--- src/hdl/pns_pkg.sv ---
// ----------------------------------------------------------------------------
// pns_pkg
// Shared types and character codes for the principal name splitter.
// ----------------------------------------------------------------------------
package pns_pkg;

  typedef enum logic [1:0] {
    FIELD_NAME  = 2'd0,
    FIELD_INST  = 2'd1,
    FIELD_REALM = 2'd2
  } field_t;

  localparam logic [7:0] CH_ESCAPE = 8'h5C;
  localparam logic [7:0] CH_DOT    = 8'h2E;
  localparam logic [7:0] CH_AT     = 8'h40;

  typedef struct packed {
    logic       write_enable;
    logic [1:0] field_sel;
    logic [5:0] position;
    logic [7:0] char_out;
    logic       close_field;
    logic       clear_instance;
    logic       error;
    logic       done_res;
  } result_t;

endpackage

--- src/hdl/pns_if.sv ---
// ----------------------------------------------------------------------------
// pns_in_if / pns_out_if
// Valid/ready channels for name characters and field store commands.
// ----------------------------------------------------------------------------
interface pns_in_if;
  logic       valid;
  logic       ready;
  logic [7:0] char_in;
  logic       end_of_name;

  modport source (output valid, output char_in, output end_of_name, input ready);
  modport sink   (input valid, input char_in, input end_of_name, output ready);
endinterface

interface pns_out_if;
  logic       valid;
  logic       ready;
  logic       write_enable;
  logic [1:0] field_sel;
  logic [5:0] position;
  logic [7:0] char_out;
  logic       close_field;
  logic       clear_instance;
  logic       error;
  logic       done_res;

  modport source (output valid, output write_enable, output field_sel, output position,
                  output char_out, output close_field, output clear_instance,
                  output error, output done_res, input ready);
  modport sink   (input valid, input write_enable, input field_sel, input position,
                  input char_out, input close_field, input clear_instance,
                  input error, input done_res, output ready);
endinterface

--- src/hdl/principal_name_splitter_top.sv ---
// ----------------------------------------------------------------------------
// principal_name_splitter_top
// Splits a name.instance@realm character stream into field store commands.
// ----------------------------------------------------------------------------
// Every input transaction (one character or the end marker) yields exactly one
// result transaction. The block sustains one transaction per cycle: the item
// sits in an input register, the parse state update and result are computed
// in one short combinational step, and the result lands in an output register.
// The parse state (field, length, escape, error) is a handful of small counters
// and flags updated once per item. A stalled output holds an item waiting in
// the input stage until the output register can take it.
// ----------------------------------------------------------------------------
module principal_name_splitter_top #(
  parameter int NAME_SIZE     = 40,
  parameter int INSTANCE_SIZE = 40,
  parameter int REALM_SIZE    = 40,
  parameter int FULL_SIZE     = 123
) (
  input  logic clk,
  input  logic rst_n,
  pns_in_if.sink    in_ch,
  pns_out_if.source out_ch
);

  localparam int MAX_AB   = (NAME_SIZE > INSTANCE_SIZE) ? NAME_SIZE : INSTANCE_SIZE;
  localparam int MAX_SIZE = (MAX_AB > REALM_SIZE) ? MAX_AB : REALM_SIZE;
  localparam int FLW      = $clog2(MAX_SIZE + 1);
  localparam int TLW      = $clog2(FULL_SIZE + 2);
  localparam int PW       = (FLW > 6) ? FLW : 6;

  logic                 s1_valid_r;
  logic [7:0]           s1_char_r;
  logic                 s1_end_r;
  logic                 out_valid_r;
  pns_pkg::result_t     out_r;
  pns_pkg::result_t     res_nxt;

  pns_pkg::field_t      cur_field_r, cur_field_nxt;
  logic                 esc_r, esc_nxt;
  logic [FLW-1:0]       field_len_r, field_len_nxt;
  logic [TLW-1:0]       total_len_r, total_len_nxt;
  logic                 failed_r, failed_nxt;
  logic                 adv;
  logic                 fail;

  function automatic logic [FLW-1:0] size_of(pns_pkg::field_t f);
    logic [FLW-1:0] s;
    unique case (f)
      pns_pkg::FIELD_NAME:  s = FLW'(NAME_SIZE);
      pns_pkg::FIELD_INST:  s = FLW'(INSTANCE_SIZE);
      pns_pkg::FIELD_REALM: s = FLW'(REALM_SIZE);
      default:              s = '0;
    endcase
    return s;
  endfunction

  function automatic logic [5:0] pos_of(logic [FLW-1:0] v);
    logic [PW-1:0] e;
    e = PW'(v);
    return e[5:0];
  endfunction

  assign adv         = s1_valid_r && (!out_valid_r || out_ch.ready);
  assign in_ch.ready = !s1_valid_r || adv;

  always_comb begin
    res_nxt       = '0;
    cur_field_nxt = cur_field_r;
    esc_nxt       = esc_r;
    field_len_nxt = field_len_r;
    total_len_nxt = total_len_r;
    failed_nxt    = failed_r;
    fail          = 1'b0;
    if (s1_end_r) begin
      res_nxt.done_res = 1'b1;
      res_nxt.error    = failed_r;
      if (!failed_r) begin
        res_nxt.close_field = 1'b1;
        res_nxt.field_sel   = 2'(cur_field_r);
        res_nxt.position    = pos_of(field_len_r);
      end
      cur_field_nxt = pns_pkg::FIELD_NAME;
      esc_nxt       = 1'b0;
      field_len_nxt = '0;
      total_len_nxt = '0;
      failed_nxt    = 1'b0;
    end else begin
      if (!failed_r) begin
        if (total_len_r <= TLW'(FULL_SIZE)) total_len_nxt = total_len_r + 1'b1;
        if (total_len_nxt > TLW'(FULL_SIZE)) fail = 1'b1;
      end
      if (!failed_r && !fail) begin
        priority if (cur_field_r != pns_pkg::FIELD_NAME && cur_field_r != pns_pkg::FIELD_INST
                     && cur_field_r != pns_pkg::FIELD_REALM) begin
          fail = 1'b1;
        end else if (esc_r || (s1_char_r != pns_pkg::CH_ESCAPE &&
                               s1_char_r != pns_pkg::CH_AT &&
                               (s1_char_r != pns_pkg::CH_DOT ||
                                cur_field_r != pns_pkg::FIELD_NAME))) begin
          esc_nxt              = 1'b0;
          res_nxt.write_enable = 1'b1;
          res_nxt.field_sel    = 2'(cur_field_r);
          res_nxt.position     = pos_of(field_len_r);
          res_nxt.char_out     = s1_char_r;
          field_len_nxt        = field_len_r + 1'b1;
        end else if (s1_char_r == pns_pkg::CH_ESCAPE) begin
          esc_nxt = 1'b1;
        end else if (s1_char_r == pns_pkg::CH_DOT) begin
          if (field_len_r == '0) begin
            fail = 1'b1;
          end else begin
            res_nxt.close_field = 1'b1;
            res_nxt.field_sel   = 2'(pns_pkg::FIELD_NAME);
            res_nxt.position    = pos_of(field_len_r);
            cur_field_nxt       = pns_pkg::FIELD_INST;
            field_len_nxt       = '0;
          end
        end else begin
          if (cur_field_r == pns_pkg::FIELD_REALM ||
              (cur_field_r == pns_pkg::FIELD_NAME && field_len_r == '0)) begin
            fail = 1'b1;
          end else begin
            res_nxt.close_field    = 1'b1;
            res_nxt.field_sel      = 2'(cur_field_r);
            res_nxt.position       = pos_of(field_len_r);
            res_nxt.clear_instance = (cur_field_r == pns_pkg::FIELD_NAME);
            cur_field_nxt          = pns_pkg::FIELD_REALM;
            field_len_nxt          = '0;
          end
        end
        if (!fail && field_len_nxt >= size_of(cur_field_nxt)) fail = 1'b1;
      end
      failed_nxt = failed_r || fail;
      if (failed_nxt) begin
        res_nxt = '0;
      end
      res_nxt.error = failed_nxt;
    end
  end

  always_ff @(posedge clk) begin
    if (!rst_n) begin
      s1_valid_r  <= 1'b0;
      out_valid_r <= 1'b0;
      cur_field_r <= pns_pkg::FIELD_NAME;
      esc_r       <= 1'b0;
      field_len_r <= '0;
      total_len_r <= '0;
      failed_r    <= 1'b0;
    end else begin
      if (in_ch.ready) s1_valid_r <= in_ch.valid;
      if (adv) begin
        out_valid_r <= 1'b1;
        cur_field_r <= cur_field_nxt;
        esc_r       <= esc_nxt;
        field_len_r <= field_len_nxt;
        total_len_r <= total_len_nxt;
        failed_r    <= failed_nxt;
      end else if (out_ch.ready) begin
        out_valid_r <= 1'b0;
      end
    end
  end

  always_ff @(posedge clk) begin
    if (in_ch.valid && in_ch.ready) begin
      s1_char_r <= in_ch.char_in;
      s1_end_r  <= in_ch.end_of_name;
    end
    if (adv) out_r <= res_nxt;
  end

  assign out_ch.valid          = out_valid_r;
  assign out_ch.write_enable   = out_r.write_enable;
  assign out_ch.field_sel      = out_r.field_sel;
  assign out_ch.position       = out_r.position;
  assign out_ch.char_out       = out_r.char_out;
  assign out_ch.close_field    = out_r.close_field;
  assign out_ch.clear_instance = out_r.clear_instance;
  assign out_ch.error          = out_r.error;
  assign out_ch.done_res       = out_r.done_res;

`ifndef SYNTHESIS
  a_we_close_excl: assert property (@(posedge clk) disable iff (!rst_n)
    out_valid_r |-> !(out_r.write_enable && out_r.close_field))
    else $error("write and close in one transaction");

  a_done_close: assert property (@(posedge clk) disable iff (!rst_n)
    (out_valid_r && out_r.done_res && !out_r.error) |-> out_r.close_field)
    else $error("clean end transaction without field close");

  a_failed_sticky: assert property (@(posedge clk) disable iff (!rst_n)
    (failed_r && !(adv && s1_end_r)) |=> failed_r)
    else $error("error flag dropped before end transaction");

  a_end_rearm: assert property (@(posedge clk) disable iff (!rst_n)
    (adv && s1_end_r) |=> (cur_field_r == pns_pkg::FIELD_NAME && field_len_r == '0
                           && total_len_r == '0 && !failed_r && !esc_r))
    else $error("parse state not rearmed after end transaction");
`endif

endmodule

--- src/flat_wrapper.sv ---
// flat-port wrapper written by rule: the top's interface ports become plain ports
module principal_name_splitter_top_flat 
#(
  parameter int NAME_SIZE     = 40,
  parameter int INSTANCE_SIZE = 40,
  parameter int REALM_SIZE    = 40,
  parameter int FULL_SIZE     = 123
)
  (clk, rst_n, in_ch_valid, in_ch_char_in, in_ch_end_of_name, in_ch_ready, out_ch_valid, out_ch_write_enable, out_ch_field_sel, out_ch_position, out_ch_char_out, out_ch_close_field, out_ch_clear_instance, out_ch_error, out_ch_done_res, out_ch_ready);
  pns_in_if in_ch_i ();
  pns_out_if out_ch_i ();
  input  logic clk;
  input  logic rst_n;
  input wire logic [$bits(in_ch_i.valid)-1:0] in_ch_valid;
  input wire logic [$bits(in_ch_i.char_in)-1:0] in_ch_char_in;
  input wire logic [$bits(in_ch_i.end_of_name)-1:0] in_ch_end_of_name;
  output wire logic [$bits(in_ch_i.ready)-1:0] in_ch_ready;
  output wire logic [$bits(out_ch_i.valid)-1:0] out_ch_valid;
  output wire logic [$bits(out_ch_i.write_enable)-1:0] out_ch_write_enable;
  output wire logic [$bits(out_ch_i.field_sel)-1:0] out_ch_field_sel;
  output wire logic [$bits(out_ch_i.position)-1:0] out_ch_position;
  output wire logic [$bits(out_ch_i.char_out)-1:0] out_ch_char_out;
  output wire logic [$bits(out_ch_i.close_field)-1:0] out_ch_close_field;
  output wire logic [$bits(out_ch_i.clear_instance)-1:0] out_ch_clear_instance;
  output wire logic [$bits(out_ch_i.error)-1:0] out_ch_error;
  output wire logic [$bits(out_ch_i.done_res)-1:0] out_ch_done_res;
  input wire logic [$bits(out_ch_i.ready)-1:0] out_ch_ready;
  assign in_ch_i.valid = in_ch_valid;
  assign in_ch_i.char_in = in_ch_char_in;
  assign in_ch_i.end_of_name = in_ch_end_of_name;
  assign in_ch_ready = in_ch_i.ready;
  assign out_ch_valid = out_ch_i.valid;
  assign out_ch_write_enable = out_ch_i.write_enable;
  assign out_ch_field_sel = out_ch_i.field_sel;
  assign out_ch_position = out_ch_i.position;
  assign out_ch_char_out = out_ch_i.char_out;
  assign out_ch_close_field = out_ch_i.close_field;
  assign out_ch_clear_instance = out_ch_i.clear_instance;
  assign out_ch_error = out_ch_i.error;
  assign out_ch_done_res = out_ch_i.done_res;
  assign out_ch_i.ready = out_ch_ready;
  principal_name_splitter_top #(.NAME_SIZE(NAME_SIZE), .INSTANCE_SIZE(INSTANCE_SIZE), .REALM_SIZE(REALM_SIZE), .FULL_SIZE(FULL_SIZE)) u_core (.clk(clk), .rst_n(rst_n), .in_ch(in_ch_i), .out_ch(out_ch_i));
endmodule
--- config.mk ---
export PLATFORM = sky130hd
export DESIGN_NAME = principal_name_splitter_top_flat
export DESIGN_NICKNAME = d
export VERILOG_FILES = /design/src/hdl/pns_pkg.sv /design/src/hdl/pns_if.sv /design/src/hdl/principal_name_splitter_top.sv /design/src/flat_wrapper.sv
export SDC_FILE = /design/constraint.sdc
export NUM_CORES = 1
export LEC_CHECK = 0
export BUFFER_PORTS_ARGS = -buffer_cell sky130_fd_sc_hd__buf_2
export CAP_MARGIN = 20
export CORE_MARGIN = 4
export CORE_UTILIZATION = 55
export CTS_CLUSTER_SIZE = 25
export DETAILED_ROUTE_END_ITERATION = 8
export PLACE_DENSITY = 0.77
export SLEW_MARGIN = 20
export SYNTH_ARGS = -nofsm -noshare
export SYNTH_HDL_FRONTEND = slang
export SYNTH_SLANG_ARGS = --single-unit
--- constraint.sdc ---
create_clock -name clk -period 5.05 [get_ports clk]
set_input_delay 0.505 -clock clk [delete_from_list [all_inputs] [get_ports clk]]
set_output_delay 0.505 -clock clk [all_outputs]
set_load 0.005 [all_outputs]
### Word-level counts from Yosys, hierarchy flattened

Index checks and enable logic that the tools add are counted.

| operators by class | value |
|---|---|
| reduce and logical (&&, ||, !) cells | 34 |
| $add $sub $neg | 2 |
| bitwise logic cells | 2 |
| order comparisons | 3 |
| equal/unequal tests | 12 |
| muxes and demuxes | 71 |

Operators by type and width:

| cell | count |
|---|---|
| $mux W6 | 14 |
| $mux W8 | 7 |
| $mux W18 | 2 |
| $mux W7 | 5 |
| $mux W1 | 28 |
| $mux W2 | 14 |
| $mux W20 | 1 |
| $ne A8 B7 Y1 const B | 2 |
| $logic_and A1 B1 Y1 | 9 |
| $eq A8 B6 Y1 const B | 1 |
| $eq A8 B7 Y1 const B | 1 |
| $ne A8 B6 Y1 const B | 1 |
| $reduce_or A8 Y1 | 1 |
| $add A7 B1 Y7 const B | 1 |
| $gt A7 B7 Y1 const B | 1 |
| $le A7 B7 Y1 const B | 1 |
| $add A6 B1 Y6 const B | 1 |
| $ge A6 B6 Y1 | 1 |
| $logic_not A6 Y1 | 1 |
| $logic_or A1 B1 Y1 | 6 |
| $ne A2 B1 Y1 const B | 3 |
| $reduce_bool A2 Y1 | 3 |
| $logic_not A1 Y1 | 5 |
| $reduce_or A5 Y1 | 1 |
| other kinds (10) | 14 |

| word-level totals | value |
|---|---|
| flip-flop bits (word level) | 49 |
| output and inout bits | 23 |
| input port bits | 13 |
| logic and storage cells | 141 |

### Logic depth before layout (Yosys ltp)

| logic depth | value |
|---|---|
| word-level depth | 25 |
| mapped depth | 13 |
| gate-level depth less buffers | 12 |

### Least setup slack after synthesis

OpenSTA, ideal clock, no wires.

| path | value |
|---|---|
| path kind | register to register |
| start | register u_core.s1_char_r[7] |
| end | register u_core.out_r (netlist bit u_core.out_ch.error) (data pin) |
| setup slack | 1957 ps |
| buffers on the path | 1 |
| cell stages (with the launch flop) | 13 |
| period minus slack after synthesis | 3093 ps |
| data required time | 4795 ps |
| arrival time | 2839 ps |
| library setup time | 255 ps |
| cells stage by stage | edfxtp_1 -> or4b_4 -> or3_4 -> o31ai_2 -> a21oi_2 -> o22ai_1 -> inv_1 -> ha_1 -> o211ai_1 -> a211oi_1 -> a211o_1 -> buf_4 -> o21a_1 |

RTL lines:

| item | line | RTL |
|---|---|---|
| start: declaration | principal_name_splitter_top.sv:32 | `logic [7:0] s1_char_r;` |
| start signal: assignment | principal_name_splitter_top.sv:167 | `s1_char_r <= in_ch.char_in;` |
| end signal: assignment | principal_name_splitter_top.sv:170 | `if (adv) out_r <= res_nxt;` |
| end: declaration | principal_name_splitter_top.sv:35 | `pns_pkg::result_t out_r;` |

==> results.toml <==
[grt]
use_met1_pct = 25.7
track_usage_pct = 18.7
grt_busiest_layer = "met2"
gr-usage-met3_pct = 3.71
antenna_found_initial = 0
grt_max_degree = 29
grt_pass1_vias = 1955
grt-ovfl-total = 0
grt_pass1_wl_um = 9180
grt_use_met2_pct = 30.2

[timing]
setup_viol_count_final = 0
min_period_ns = 4.05
worstMarginPinSlew_ns = 0.960
skew_ns = 0.00608
timing.setup.tns_ns = 0
hold_viol = 0
period_share_pct = 80.1
max_freq_mhz = 247
drv_slew = 0
setup_ws_ns = 1.00
slew_headroom_pct = 36.0
rsz0062_at_grt = "no"

[critical_path]
critPathMaxStageDelay_ns = 0.79
crit_path_end_kind = "flip-flop"
crit_required_ns = 5.08
cp_slowest_cell = "a211o_1"
arrival_ns = 4.07
worstSetupStartpointType = "flip-flop"
worstPathCellList = "or4b_4, a2111oi_2, or2_2, a21oi_2, o22ai_1, inv_1, ha_1, o211ai_1, a211oi_1, a211o_1, o32ai_1"
path_max_fanout = 22
criticalPathCategory = "reg2reg"

[clock_tree]
clock_sinks = 49
cts_setup_buffers = 0
cts_buffer_depth = 2
cts_resized = 0
h-tree-depth = 2
clk_pin_slew_ns = 0.10
cts_root_buf = "clkbuf_8"
clkLatencyLatePin_ns = 0.31
cts_tree = "built"
cts_buffers = 5
ctsHoldBuffers = 0

[finish]
final_nets = 313
syn2layout_area_growth_pct = 10.6
drive_gt1_share_pct = 23.0
n_fill_cell = 384
antenna_cells = 0
layout_commonest_cell = "buf_2"
stdcell_count = 363
multi_input_area_um2 = 1290
seq_area_um2 = 1280
final_cell_mix = "buf_2 (35), nand2_1 (32), edfxtp_1 (30), dfxtp_1 (19), nor2_1 (17)"

[die]
start_util_pct = 57.0
dieArea_um2 = 6070
die_w_um = 77.9
core_um2 = 4720
rows = 25
die_h_um = 77.9
ios = 36

[yosys]
synth_flop_cell = "edfxtp_1"
synth_xor_area_share_pct = 0.326
synth_nets = 286
yosysWarnings = 0
synth_fa_ha_area_share_pct = 2.33
synth.largest_area_cell = "edfxtp_1"
synth_mux_area_share_pct = 0.744
syn_inst = 268
synth_top_area_share_pct = 33.5
ys_types = 54
synth-simple-area-share_pct = 24.0
syn-cell-area_um2 = 2690
ys_seq_elements = 49
avgSynthCellArea_um2 = 10.0
synth_compound_area_share_pct = 20.7
synth_async_sr_flop_share_pct = 0
yosysSeqAreaShare_pct = 47.6
synth-edff-count = 30
synth_area_leaders = "edfxtp_1 (33%), dfxtp_1 (14%), nand2_1 (4.5%)"
synth_top_family_by_area = "simple AND/OR/NAND/NOR gates"

[placement]
post-place-ws_ns = 1.07
gp_congestion = 0.935
hpwl_um = 3850
dp.cells = 355
port_buffers = 35

[drt]
drcViolationCount = 0
wl_um = 5460
vias_per_cell = 5.84
wl_per_cell_um = 15.0
dr.pass1.iters = 5
vias = 2119
drt-initial-drc-count = 193
ant_nets = 0

[power_and_ir_drop]
cellPowerDensity_nw_per_um2 = 253
ir_worst_vdd_mv = 0.176
cellLeakagePower_nw = 1.06

[job]
max_cap_viol_count = 0

[run_status]
status = "finished clean"

[hold_path]
hold_path.class = "in2reg"
## state kept, by name, indices dropped and copies added (netlist names), 2 cells and up
register / count
u_core.field_len_r: 6
u_core.cur_field_r: 2
u_core.out_ch.char_out: 8
u_core.out_ch.field_sel: 2
u_core.s1_char_r: 8
u_core.total_len_r: 7
u_core.out_ch.position: 6
## cells by family (layout without fill, tap and decap cells)
| family | after synthesis | after routing |
|---|---|---|
| buf+inv | 27 | 55 |
| mux | 2 | 2 |
| simple gates | 110 | 110 |
| compound gates | 74 | 74 |
| fa+ha+maj | 5 | 5 |
| flops | 49 | 49 |
| xor+xnor | 1 | 1 |
## worst max-delay path, delay by kind of cell, from the launching register on
kind            cells  cell delay, ns
fa+ha+maj           1            0.28
compound gates      7            1.87
simple gates        2            1.08
flops               1            0.43
buf+inv             1            0.07
## power by group
part,switching [W],internal (W),total [W]
Clock,0.000144,0.000102,0.000245
Combinational,0.0000368,0.0000245,0.0000613
Sequential,0.00000792,0.000440,0.000448
## layer usage
metal,part of all wire (%),routed length [um],vias to the layer above
met5,0,0,-
met4,1.2,65,0
met3,5.3,289,9
met2,46,2520,66
met1,47,2580,993
li1,-,-,1051
## stage by stage
stage	instance area [um2]	hold slack, ns	power [W]	utilization, %
finish	2980	0.359	0.000754	63.0
global route	2980	0.342	0.000785	63.0
CTS	2980	0.363	0.000756	63.0
detailed placement	2880	0.519	0.000518	61.0
global placement	2880	0.514	0.000516	61.0
floorplan	2690	0.424	0.000495	-
## area by class of cell
type                            count  area share [%]
Clock buffer                        5            2.31
Clock inverter                      3           0.799
Inverter                           11            1.39
Multi-Input combinational cell    192            43.5
Sequential cell                    49            43.1
Tap cell                           67            2.82
Timing Repair Buffer               36            6.14
## final timing paths
kind / slack (ns) / start / endpoint / depth (start not counted)
max reg2reg: 1.00 / u_core.s1_char_r[7] / u_core.out_ch.position[0] / 11
min: 0.36 / in_ch_end_of_name / u_core.s1_end_r / 1
min reg2reg: 0.54 / u_core.esc_r / u_core.esc_r / 2
max: 1.00 / u_core.s1_char_r[7] / u_core.out_ch.position[0] / 11
## synthesized netlist by cell type (3+ instances only)
cell / count
nand2_1: 32
edfxtp_1: 30
dfxtp_1: 19
nor2_1: 17
o21ai_0: 16
a21oi_1: 13
clkbuf_1: 11
inv_1: 11
nand3_1: 8
nor4b_2: 8
nand2b_1: 7
nor2b_1: 7
a21boi_0: 6
nor3_1: 6
and3_1: 5
ha_1: 5
a31oi_1: 4
and2_1: 4
o32ai_2: 4
a22oi_1: 3
o21a_1: 3
o22ai_1: 3
o31ai_2: 3
or3_1: 3
Power figures use the tool's default switching activity.
